`config.mk`:
```
export PLATFORM = sky130hd
export DESIGN_NAME = password_candidate_counter
export DESIGN_NICKNAME = d
export VERILOG_FILES = /design/src/pcc_pkg.sv /design/src/password_candidate_counter.sv /design/src/pcc_divider.sv /design/src/pcc_ctrl.sv
export SDC_FILE = /design/constraint.sdc
export NUM_CORES = 2
export LEC_CHECK = 0
export ABC_AREA = 1
export BUFFER_PORTS_ARGS = -buffer_cell sky130_fd_sc_hd__buf_2
export CAP_MARGIN = 30
export CORE_UTILIZATION = 50
export CTS_CLUSTER_SIZE = 14
export DETAILED_ROUTE_END_ITERATION = 8
export GPL_TIMING_DRIVEN = 0
export PLACE_DENSITY_LB_ADDON = 0.15
export SLEW_MARGIN = 0
export SYNTH_ARGS = -nofsm -noshare
export SYNTH_HDL_FRONTEND = slang
export SYNTH_SLANG_ARGS = --single-unit
```
`constraint.sdc`:
```
create_clock -name clk -period 9.1 [get_ports clk]
set_clock_uncertainty 0.15 [all_clocks]
set_input_delay 0.91 -clock clk [delete_from_list [all_inputs] [get_ports clk]]
set_output_delay 0.91 -clock clk [all_outputs]
set_load 0.01 [all_outputs]
```
`src/pcc_pkg.sv`:
```
package pcc_pkg;

  localparam int MAX_LEN     = 16;
  localparam int CHARSET_MAX = 128;
  localparam int POS_W       = $clog2(MAX_LEN);
  localparam int SPOS_W      = $clog2(MAX_LEN + 1);
  localparam int TAB_AW      = $clog2(CHARSET_MAX);
  localparam int DIG_W       = TAB_AW;
  localparam int CHAR_W      = 8;
  localparam int CLEN_W      = 8;
  localparam int STEP_W      = 16;
  localparam int SUM_W       = 18;
  localparam int CNT_W       = $clog2(SUM_W + 1);

  // Register indexes on the config port
  localparam logic REG_CHARSET_LEN = 1'b0;
  localparam logic REG_STEP_SIZE   = 1'b1;

  typedef enum logic [1:0] {
    OP_LOAD_CHAR = 2'd0,
    OP_CLEAR     = 2'd1,
    OP_WRITE_PW  = 2'd2,
    OP_GENERATE  = 2'd3
  } opcode_t;

  typedef enum logic [3:0] {
    ST_IDLE,
    ST_SRCH_RD,
    ST_SRCH_CMP,
    ST_FILL,
    ST_WR,
    ST_GEN_CHK,
    ST_GEN_SUM,
    ST_GEN_DIV,
    ST_EMIT_BEGIN,
    ST_EMIT_DIG,
    ST_EMIT_TAB,
    ST_EMIT_OUT,
    ST_ONE_OUT
  } state_t;

  typedef struct packed {
    logic               start;
    logic [SUM_W-1:0]   dividend;
    logic [CLEN_W-1:0]  divisor;
  } div_req_t;

  typedef struct packed {
    logic               done;
    logic [SUM_W-1:0]   quot;
    logic [DIG_W-1:0]   rem;
  } div_rsp_t;

  typedef struct packed {
    logic               push;
    logic [CHAR_W-1:0]  ch;
    logic [SPOS_W-1:0]  pos;
    logic               last;
    logic               ovf;
  } res_t;

endpackage

```
`src/password_candidate_counter.sv`:
```
// Channel  Handshake               Payload
// cmd      cmd_valid / cmd_ready   opcode, table_index, digit_position, char_value
// res      res_valid / res_ready   out_char, out_position, last, overflow
// apb      psel/penable/pready     paddr, pwrite, pwdata, prdata
//
// Load charset and clear finish in the idle state. Write password character: a read
// and compare per charset entry searched, a write per digit zeroed left of the live
// part, then the digit write. Generate: a digit read and sum per live digit, an
// 18-step division per digit touched, then a digit and table read per character.
// Synchronous reset clears control state; charset memory is undefined until loaded.
// A stalled res transfer holds the controller; one result waits in the output register.
module password_candidate_counter import pcc_pkg::*; (
  input  logic              clk,
  input  logic              rst,
  input  logic              cmd_valid,
  output logic              cmd_ready,
  input  logic [1:0]        opcode,
  input  logic [6:0]        table_index,
  input  logic [3:0]        digit_position,
  input  logic [7:0]        char_value,
  output logic              res_valid,
  input  logic              res_ready,
  output logic [7:0]        out_char,
  output logic [4:0]        out_position,
  output logic              last,
  output logic              overflow,
  input  logic              psel,
  input  logic              penable,
  input  logic              pwrite,
  input  logic [2:0]        paddr,
  input  logic [31:0]       pwdata,
  output logic [31:0]       prdata,
  output logic              pready
);

  logic [CLEN_W-1:0] charset_len;
  logic [STEP_W-1:0] step_size;
  logic              slot_free;
  res_t              res;
  div_req_t          div_req;
  div_rsp_t          div_rsp;

  // Config registers
  assign pready = 1'b1;

  always_ff @(posedge clk) begin
    if (rst) begin
      charset_len <= CLEN_W'(1);
      step_size   <= '0;
    end else if (psel && penable && pwrite) begin
      unique case (paddr[2])
        REG_CHARSET_LEN: charset_len <= pwdata[CLEN_W-1:0];
        REG_STEP_SIZE:   step_size   <= pwdata[STEP_W-1:0];
        default: ;
      endcase
    end
  end

  always_comb begin
    unique case (paddr[2])
      REG_CHARSET_LEN: prdata = 32'(charset_len);
      REG_STEP_SIZE:   prdata = 32'(step_size);
      default:         prdata = '0;
    endcase
  end

  // Output register
  assign slot_free = !res_valid || res_ready;

  always_ff @(posedge clk) begin
    if (rst) begin
      res_valid <= 1'b0;
    end else if (res.push) begin
      res_valid <= 1'b1;
    end else if (res_ready) begin
      res_valid <= 1'b0;
    end
  end

  always_ff @(posedge clk) begin
    if (res.push) begin
      out_char     <= res.ch;
      out_position <= res.pos;
      last         <= res.last;
      overflow     <= res.ovf;
    end
  end

  pcc_ctrl u_ctrl (
    .clk            (clk),
    .rst            (rst),
    .cmd_fire       (cmd_valid && cmd_ready),
    .cmd_ready      (cmd_ready),
    .opcode         (opcode),
    .table_index    (table_index),
    .digit_position (digit_position),
    .char_value     (char_value),
    .charset_len    (charset_len),
    .step_size      (step_size),
    .slot_free      (slot_free),
    .res            (res),
    .div_req        (div_req),
    .div_rsp        (div_rsp)
  );

  pcc_divider u_div (
    .clk (clk),
    .rst (rst),
    .req (div_req),
    .rsp (div_rsp)
  );

endmodule

```
`src/pcc_divider.sv`:
```
module pcc_divider import pcc_pkg::*; (
  input  logic     clk,
  input  logic     rst,
  input  div_req_t req,
  output div_rsp_t rsp
);

  logic [SUM_W-1:0]  quot;
  logic [DIG_W-1:0]  rem;
  logic [CLEN_W-1:0] dvs;
  logic [CNT_W-1:0]  cnt;
  logic              busy;
  logic              done;

  logic [DIG_W:0]    shifted;
  logic              qbit;
  logic [DIG_W-1:0]  rem_next;

  // One restoring step: remainder stays below divisor, so DIG_W bits hold it
  always_comb begin
    shifted  = {rem, quot[SUM_W-1]};
    qbit     = (shifted >= dvs);
    rem_next = qbit ? DIG_W'(shifted - dvs) : shifted[DIG_W-1:0];
  end

  always_ff @(posedge clk) begin
    if (rst) begin
      busy <= 1'b0;
      done <= 1'b0;
    end else begin
      done <= 1'b0;
      if (req.start) begin
        busy <= 1'b1;
      end else if (busy && cnt == CNT_W'(1)) begin
        busy <= 1'b0;
        done <= 1'b1;
      end
    end
  end

  // Quotient bits shift in where the dividend bits shift out
  always_ff @(posedge clk) begin
    if (req.start) begin
      quot <= req.dividend;
      rem  <= '0;
      dvs  <= req.divisor;
      cnt  <= CNT_W'(SUM_W);
    end else if (busy) begin
      quot <= {quot[SUM_W-2:0], qbit};
      rem  <= rem_next;
      cnt  <= cnt - CNT_W'(1);
    end
  end

  assign rsp.done = done;
  assign rsp.quot = quot;
  assign rsp.rem  = rem;

endmodule

```
`src/pcc_ctrl.sv`:
```
module pcc_ctrl import pcc_pkg::*; (
  input  logic              clk,
  input  logic              rst,
  input  logic              cmd_fire,
  output logic              cmd_ready,
  input  logic [1:0]        opcode,
  input  logic [TAB_AW-1:0] table_index,
  input  logic [POS_W-1:0]  digit_position,
  input  logic [CHAR_W-1:0] char_value,
  input  logic [CLEN_W-1:0] charset_len,
  input  logic [STEP_W-1:0] step_size,
  input  logic              slot_free,
  output res_t              res,
  output div_req_t          div_req,
  input  div_rsp_t          div_rsp
);

  // Storage
  logic [CHAR_W-1:0] table_mem [CHARSET_MAX];
  logic [DIG_W-1:0]  digit_mem [MAX_LEN];

  logic              tab_re, tab_we;
  logic [TAB_AW-1:0] tab_raddr, tab_waddr;
  logic [CHAR_W-1:0] tab_wdata, tab_rdata;
  logic              dig_re, dig_we;
  logic [POS_W-1:0]  dig_raddr, dig_waddr;
  logic [DIG_W-1:0]  dig_wdata, dig_rdata;

  state_t state, state_next;

  logic [TAB_AW-1:0] idx;
  logic [DIG_W-1:0]  found;
  logic [POS_W-1:0]  pos_l;
  logic [CHAR_W-1:0] ch_l;
  logic [SPOS_W-1:0] fill;
  logic [POS_W-1:0]  p;
  logic [SPOS_W-1:0] start;
  logic [SUM_W-1:0]  carry;
  logic [POS_W-1:0]  ei;
  logic              ovf_flag;

  logic [CLEN_W-1:0] len;
  logic              p_empty;
  logic              srch_hit, srch_end;
  logic              ei_last;

  always_ff @(posedge clk) begin
    if (tab_we) table_mem[tab_waddr] <= tab_wdata;
    if (tab_re) tab_rdata <= table_mem[tab_raddr];
  end

  always_ff @(posedge clk) begin
    if (dig_we) digit_mem[dig_waddr] <= dig_wdata;
    if (dig_re) dig_rdata <= digit_mem[dig_raddr];
  end

  // Effective charset length, clamped to 1..CHARSET_MAX
  always_comb begin
    len = charset_len;
    if (charset_len == '0) len = CLEN_W'(1);
    if ({1'b0, charset_len} > (CLEN_W + 1)'(CHARSET_MAX)) len = CLEN_W'(CHARSET_MAX);
  end

  assign p_empty   = ({1'b0, p} < start);
  assign srch_hit  = (tab_rdata == ch_l);
  assign srch_end  = ({1'b0, idx} == CLEN_W'(len - CLEN_W'(1)));
  assign ei_last   = (ei == POS_W'(MAX_LEN - 1));
  assign cmd_ready = (state == ST_IDLE);

  // Next state
  always_comb begin
    state_next = state;
    unique case (state)
      ST_IDLE: begin
        if (cmd_fire) begin
          priority if (opcode == OP_WRITE_PW &&
                       {1'b0, digit_position} < SPOS_W'(MAX_LEN)) begin
            state_next = ST_SRCH_RD;
          end else if (opcode == OP_GENERATE) begin
            state_next = ST_GEN_CHK;
          end else begin
            state_next = ST_IDLE;
          end
        end
      end
      ST_SRCH_RD:  state_next = ST_SRCH_CMP;
      ST_SRCH_CMP: state_next = (srch_hit || srch_end) ? ST_FILL : ST_SRCH_RD;
      ST_FILL:     if (fill >= start) state_next = ST_WR;
      ST_WR:       state_next = ST_IDLE;
      ST_GEN_CHK: begin
        if (!p_empty)         state_next = ST_GEN_SUM;
        else if (carry == '0) state_next = ST_EMIT_BEGIN;
        else                  state_next = ST_GEN_DIV;
      end
      ST_GEN_SUM:  state_next = ST_GEN_DIV;
      ST_GEN_DIV: begin
        if (div_rsp.done) begin
          priority if (div_rsp.quot == '0) state_next = ST_EMIT_BEGIN;
          else if (p == '0)                state_next = ST_ONE_OUT;
          else                             state_next = ST_GEN_CHK;
        end
      end
      ST_EMIT_BEGIN: state_next = (start >= SPOS_W'(MAX_LEN)) ? ST_ONE_OUT : ST_EMIT_DIG;
      ST_EMIT_DIG:   state_next = ST_EMIT_TAB;
      ST_EMIT_TAB:   state_next = ST_EMIT_OUT;
      ST_EMIT_OUT: begin
        if (slot_free) state_next = ei_last ? ST_IDLE : ST_EMIT_DIG;
      end
      ST_ONE_OUT:    if (slot_free) state_next = ST_IDLE;
      default:       state_next = ST_IDLE;
    endcase
  end

  // Memory ports, divider request and results
  always_comb begin
    tab_re    = 1'b0;
    tab_raddr = idx;
    tab_we    = 1'b0;
    tab_waddr = table_index;
    tab_wdata = char_value;
    dig_re    = 1'b0;
    dig_raddr = p;
    dig_we    = 1'b0;
    dig_waddr = p;
    dig_wdata = div_rsp.rem;
    div_req   = '{start: 1'b0, dividend: SUM_W'(carry - SUM_W'(1)), divisor: len};
    res       = '{push: 1'b0, ch: tab_rdata, pos: {1'b0, ei}, last: ei_last, ovf: 1'b0};
    unique case (state)
      ST_IDLE:     tab_we = cmd_fire && (opcode == OP_LOAD_CHAR);
      ST_SRCH_RD:  tab_re = 1'b1;
      ST_FILL: begin
        dig_we    = (fill < start);
        dig_waddr = fill[POS_W-1:0];
        dig_wdata = '0;
      end
      ST_WR: begin
        dig_we    = 1'b1;
        dig_waddr = pos_l;
        dig_wdata = found;
      end
      ST_GEN_CHK: begin
        dig_re        = !p_empty;
        div_req.start = p_empty && (carry != '0);
      end
      ST_GEN_SUM: begin
        div_req.start    = 1'b1;
        div_req.dividend = SUM_W'(dig_rdata) + carry;
      end
      ST_GEN_DIV:  dig_we = div_rsp.done;
      ST_EMIT_DIG: begin
        dig_re    = 1'b1;
        dig_raddr = ei;
      end
      ST_EMIT_TAB: begin
        tab_re    = 1'b1;
        tab_raddr = dig_rdata;
      end
      ST_EMIT_OUT: res.push = slot_free;
      ST_ONE_OUT: begin
        res.push = slot_free;
        res.ch   = '0;
        res.pos  = ovf_flag ? '0 : SPOS_W'(MAX_LEN);
        res.last = 1'b1;
        res.ovf  = ovf_flag;
      end
      default: ;
    endcase
  end

  // Control registers
  always_ff @(posedge clk) begin
    if (rst) begin
      state <= ST_IDLE;
      start <= SPOS_W'(MAX_LEN);
    end else begin
      state <= state_next;
      if (state == ST_IDLE && cmd_fire && opcode == OP_CLEAR) start <= SPOS_W'(MAX_LEN);
      if (state == ST_WR && {1'b0, pos_l} < start) start <= {1'b0, pos_l};
      if (state == ST_GEN_CHK && p_empty && carry != '0) start <= {1'b0, p};
    end
  end

  // Working registers; no two memory accesses of one item overlap
  always_ff @(posedge clk) begin
    unique case (state)
      ST_IDLE: begin
        idx      <= '0;
        found    <= '0;
        pos_l    <= digit_position;
        ch_l     <= char_value;
        fill     <= SPOS_W'(digit_position) + SPOS_W'(1);
        p        <= POS_W'(MAX_LEN - 1);
        carry    <= SUM_W'(step_size);
        ovf_flag <= 1'b0;
      end
      ST_SRCH_CMP: begin
        if (srch_hit) found <= idx;
        idx <= idx + TAB_AW'(1);
      end
      ST_FILL:       if (fill < start) fill <= fill + SPOS_W'(1);
      ST_GEN_DIV: begin
        if (div_rsp.done) begin
          carry <= div_rsp.quot;
          if (div_rsp.quot != '0) begin
            if (p == '0) ovf_flag <= 1'b1;
            else         p <= p - POS_W'(1);
          end
        end
      end
      ST_EMIT_BEGIN: ei <= start[POS_W-1:0];
      ST_EMIT_OUT:   if (slot_free) ei <= ei + POS_W'(1);
      default: ;
    endcase
  end

endmodule

```
Word-level counts from Yosys, hierarchy flattened:

Memory sizes are Yosys's and may differ from the RTL's. A register that Yosys moved wholly into a read port is not among the register bits.
Cells that the tools add are included.

* bitwise logic cells: 1
* mux-type cells: 63
* reductions and logical operators: 43
* magnitude comparators: 7
* $add $sub $neg: 10
* equal/unequal tests: 29

Operators with widths (count)
* $mux 18: 4
* $mux 4: 16
* $pmux 32 s2: 1
* $pmux 4 s12: 1
* $pmux 7 s2: 3
* $logic_not 18->1: 2
* $pmux 18 s2: 1
* $reduce_bool 18->1: 2
* $mux 5: 5
* $eq 4x4->1 const B: 6
* $pmux 4 s2: 3
* $mux 7: 3
* $add 7x18->18: 1
* $sub 18x1->18 const B: 1
* $eq 4x3->1 const B: 4
* $mux 8: 2
* $mux 1: 15
* $ne 2x1->1 const B: 7
* $reduce_bool 2->1: 7
* $reduce_and 2->1: 6
* $logic_and 1x1->1: 11
* $lt 4x5->1: 2
* $pmux 5 s2: 1
* $eq 4x2->1 const B: 2
* 35 further kinds: 47

* bits in registers: 147
* RAM bits: 1136
* bits of input ports: 63
* memories kept: 2
* word-level logic and storage cells: 180
* output and inout bits: 50

Memory list
* u_ctrl.table_mem: depth 128, bits a word 8, rd ports 1, clocked after memory_dff 1, write ports 1, line pcc_ctrl.sv:19 `logic [CHAR_W-1:0] table_mem [CHARSET_MAX];`
* u_ctrl.digit_mem: depth 16, bits a word 7, rd ports 1, clocked after memory_dff 1, write ports 1, line pcc_ctrl.sv:20 `logic [DIG_W-1:0] digit_mem [MAX_LEN];`

Longest topological paths before layout:

* depth in word-level cells: 8
* mapped depth: 20
* mapped depth without buffers: 20

Cells and area by module:

From an unflattened synthesis, not the netlist that was laid out.

* cell total of the unflattened synthesis: 5506
* area, all modules: 57332.5 µm²

Modules (own cells, without submodules)
* pcc_ctrl: area an instance 53390.0 µm², sequential area each 36485.0 µm², instances 1, cells each 5029
* pcc_divider: area an instance 2085.8 µm², sequential area each 1061.0 µm², instances 1, cells each 243
* password_candidate_counter: area an instance 1856.8 µm², sequential area each 950.9 µm², instances 1, cells each 234

Worst setup path before layout:

Ideal clock, no wire load.

* path kind: flip-flop to flip-flop
* from: reg u_ctrl.state[0]
* to: mem u_ctrl.table_mem[100][0] (enable)
* required time: 8580 ps
* setup slack: 5960 ps
* data arrival time: 2620 ps
* period minus slack after synthesis: 3140 ps
* stages on the path, launching flop included: 9
* library setup time: 370 ps
* path buffers: 1
* cells stage by stage: dfxtp_1 -> nor2_1 -> inv_1 -> nor2_1 -> nand3_1 -> nor2_1 -> nand3_1 -> clkbuf_1 -> nor2_1

* cells in the longest elaborated chain, start to end: 6

Ends and longest elaborated chain
* start: declaration: line pcc_ctrl.sv:29 `state_t state, state_next;`
* start signal: assignment: line pcc_ctrl.sv:176 `state <= state_next;`
* $logic_not 4->1 (*): line pcc_ctrl.sv:68 `assign cmd_ready = (state == ST_IDLE);`
* net cmd_ready: line password_candidate_counter.sv:16 `output logic cmd_ready,`
* $logic_and 1x1->1: line password_candidate_counter.sv:92 `.cmd_fire (cmd_valid && cmd_ready),`
* $logic_and 1x1->1: line pcc_ctrl.sv:129 `ST_IDLE: tab_we = cmd_fire && (opcode == OP_LOAD_CHAR);`
* $mux 1 (*): line pcc_ctrl.sv:128 `unique case (state)`
* $mux 1 (*): line pcc_ctrl.sv:48 `if (tab_we) table_mem[tab_waddr] <= tab_wdata;`
* $mux 1 (not written as such) (*): line pcc_ctrl.sv:48
* end: declaration: line pcc_ctrl.sv:19

Mark *: on every way through the listed nets, which the timed path passes. The rest lies on a longest branch.

Worst setup path in the final report:

* from: reg u_ctrl.state[0]
* to: mem u_ctrl.table_mem[96][6] (enable)

* cells in the longest elaborated chain, start to end: 6

Ends and longest elaborated chain (line)
* $logic_not 4->1 (*): pcc_ctrl.sv:68, pcc_ctrl.sv:128
* $logic_and 1x1->1: password_candidate_counter.sv:92
* $logic_and 1x1->1: pcc_ctrl.sv:129
* $mux 1 (*): pcc_ctrl.sv:128
* $mux 1 (*): pcc_ctrl.sv:48
* $mux 1 (not written as such) (*): pcc_ctrl.sv:48

Every way passes the cells marked *; elsewhere a longest branch is shown, timed or not.

==> results.py <==
metrics = {
    "status": {
        "status": "completed",
    },
    "final_layout": {
        "fillCellCount": 10110,
        "multi_input_area_um2": 14550,
        "syn2layout_area_growth_pct": 12.38,
        "final_common_cell": "nand2_1",
        "final_net_count": 6213,
        "final_cell_mix": "nand2_1 (1382), edfxtp_1 (1250), inv_1 (1085)",
        "postLayoutCellArea_um2": 65810,
        "drive_gt1_frac": 0.08478,
        "ff_latch_area_um2": 38500,
    },
    "timing": {
        "setup_tns_ns": 0,
        "hold_violations": 0,
        "max_slew_margin": 0.3034,
        "fin_crit_sh": 0.5344,
        "fin_ws_ns": 4.237,
        "max_freq_ghz": 0.2056,
        "period_minus_slack_ns": 4.863,
        "rsz0062_at_grt": "false",
        "worstMarginPinSlew_ns": 1.041,
        "setup_viol": 0,
        "slew_viol_final": 0,
    },
    "clocking": {
        "cts_tree": "done",
        "cts.path.max_buffers": 3,
        "numCtsBuffers": 140,
        "cts_sinks": 1298,
        "h-tree-depth": 4,
        "hold_buffers": 0,
        "clk_latency_ns": 0.76,
        "cts-root-buf": "clkbuf_16",
        "clk_pin_slew_worst_paths_ns": 0.06,
        "post_cts_buffers": 0,
        "cts.repair.resized": 0,
    },
    "floorplan": {
        "initial_core_util": 0.5039,
        "fp-row-count": 125,
        "core_area_um2": 116200,
        "die_w_um": 344.2,
        "die_h_um": 344.2,
        "dieArea_um2": 118500,
        "io_pins": 113,
    },
    "synth": {
        "synthArstFlopShare": 0,
        "synth_edf_count": 1250,
        "yosysWarningCount": 0,
        "avgSynthCellArea_um2": 10.03,
        "netlist_instances": 5840,
        "syn_area_um2": 58560,
        "synth_cell_type_count": 44,
        "ys_seq_area_frac": 0.6574,
        "ys_ff_latch": 1298,
        "synth_ff_type": "edfxtp_1",
    },
    "placed_design": {
        "dp_hpwl_um": 125500,
        "postPlaceCellArea_um2": 61420,
        "port_buffers": 76,
        "dp_worst_setup_slack_ns": 4.335,
        "gp_congestion": 0.9522,
    },
    "global_routing": {
        "antenna_found_initial": 5,
        "grt_pass1_vias": 40090,
        "grt_start_max_net_pins": 99,
        "overflow": 0,
        "track_usage": 0.3143,
        "grt_pass1_wl_um": 266000,
    },
    "setup_path": {
        "critPathMostFrequentCell": "nor2_1",
        "crit_arrival_ns": 5.09,
        "required_ns": 9.33,
        "worst-setup-path-type": "flop to flop",
        "ff2ff_path_depth": 9,
        "path_cells": "nor2_1 -> inv_1 -> nor2_2 -> buf_8 -> nand3_1 -> nor2_1 -> nand3_1 -> clkbuf_2 -> nor2_1",
        "reg2reg_to": "u_ctrl.table_mem[96][6]",
        "critPathSlowestCell": "nor2_1",
        "startpoint_type": "flop",
        "end_kind": "flop",
        "crit_fanout": 11,
        "r2r_start": "u_ctrl.state[0]",
        "rrSetupSlack_ns": 4.24,
        "max_stage_delay_ns": 0.79,
    },
    "power": {
        "ir_worst_vdd_v": 0.0002135,
        "p_per_area_nw_per_um2": 237.2,
        "power_w": 0.01561,
        "leakage_nw": 27.69,
    },
    "drt": {
        "routedWlPerCell_um": 24.03,
        "wl_um": 186000,
        "vias_per_cell": 5.565,
        "drc": 0,
        "drt_iter0_markers": 5310,
        "vias": 43080,
        "drtPass1Iterations": 6,
        "ant_nets": 0,
    },
    "hold_path": {
        "worstHoldStart": "digit_position[1]",
        "hold_path_depth": 1,
        "min_to": "u_ctrl.pos_l[1]",
        "hold_path_class": "input port to flop",
    },
    "job": {
        "cap_violations": 0,
    },
}
-- per-stage QoR --
| step | hold slack [ns] | std cells | utilization |
|---|---|---|---|
| 4_1_cts | 0.1623 | 7735 | 0.5660 |
| 3_5_place_dp | 0.3129 | 7482 | 0.5285 |
| 2_1_floorplan | 0.2936 | 5855 | - |
| 5_1_grt | 0.1838 | 7740 | 0.5663 |
| 6_report | 0.1909 | 7741 | 0.5663 |
| 3_3_place_gp | 0.3029 | 7455 | 0.5241 |
-- worst max-delay path, delay by kind of cell, from the launching register on --
kind	cells	cell delay (ns)
buffers and inverters	3	1.02
flip-flops	1	0.37
AND/OR/NAND/NOR	6	2.91
-- worst max-delay path by stage --
stage / start / to / slack, ns / cells past startpoint
finish: u_ctrl.state[0] / u_ctrl.table_mem[96][6] / 4.24 / 9
global route: u_ctrl.state[0] / u_ctrl.table_mem[67][2] / 4.07 / 9
CTS: u_ctrl.state[0] / u_ctrl.table_mem[83][3] / 4.33 / 9
detailed placement: u_ctrl.state[0] / u_ctrl.table_mem[83][3] / 4.33 / 9
global placement: u_ctrl.state[0] / u_ctrl.table_mem[83][3] / 2.92 / 8
floorplan: u_ctrl.state[0] / u_ctrl.table_mem[100][0] / 5.96 / 8
-- cells in the mapped netlist (13+ instances only) --
cell type	count	area [um2]
xnor2_1	18	157.7
clkbuf_1	84	315.3
o22ai_1	15	93.84
ha_1	43	538.0
xor2_1	18	157.7
o211ai_1	21	157.7
o221ai_1	23	201.4
inv_1	1085	4073
a21oi_1	57	285.3
buf_6	18	202.7
dfxtp_1	48	960.9
buf_4	22	165.2
o21ai_0	159	795.8
nand2_1	1382	5187
buf_2	156	780.8
edfxtp_1	1250	37540
nor3_1	13	65.06
nor2_1	330	1239
nand3_1	1015	5080
nand4_1	14	87.58
-- final cells by class --
class,count,area share
multi-input combinational,3179,0.2211
tap,1524,0.02897
clock buffer,179,0.05804
buffer,287,0.02270
inverter,1091,0.06223
antenna,1,0.00003802
timing repair buffer,108,0.01392
clock inverter,74,0.008061
sequential,1298,0.5850
-- state kept, by name (all words and copies together) (netlist names), 5 cells and up --
register and count:
u_div.rem 7, u_ctrl.start 5, u_ctrl.ch_l 8, u_ctrl.tab_rdata 8, step_size 16, out_char 8, u_ctrl.found 7, u_ctrl.digit_mem 112
u_ctrl.dig_rdata 7, u_ctrl.idx 7, charset_len 8, u_div.quot 18, u_ctrl.carry 18, u_div.dvs 8, out_position 5, u_ctrl.table_mem 1024
u_div.cnt 5, u_ctrl.fill 5
-- cell families after synthesis --
group	Yosys count	share of synthesized area
compound gates	304	0.02974
fa+ha+maj	45	0.009871
flops	1298	0.6574
buf+inv	1378	0.09540
xor+xnor	36	0.005384
simple gates	2777	0.2021
other cells	2	0.0001282
-- power breakdown --
part	internal (W)	switching (W)
Combinational	0.000855	0.00241
Sequential	0.00675	0.0000709
Clock	0.00314	0.00239
-- layer usage --
layer | part of all wire | track usage
met5 | 0 | 0
met3 | 0.097 | 0.05759
met1 | 0.39 | 0.4147
met2 | 0.47 | 0.5078
met4 | 0.046 | 0.1410
Note: power is estimated with default switching activity, not from simulation.
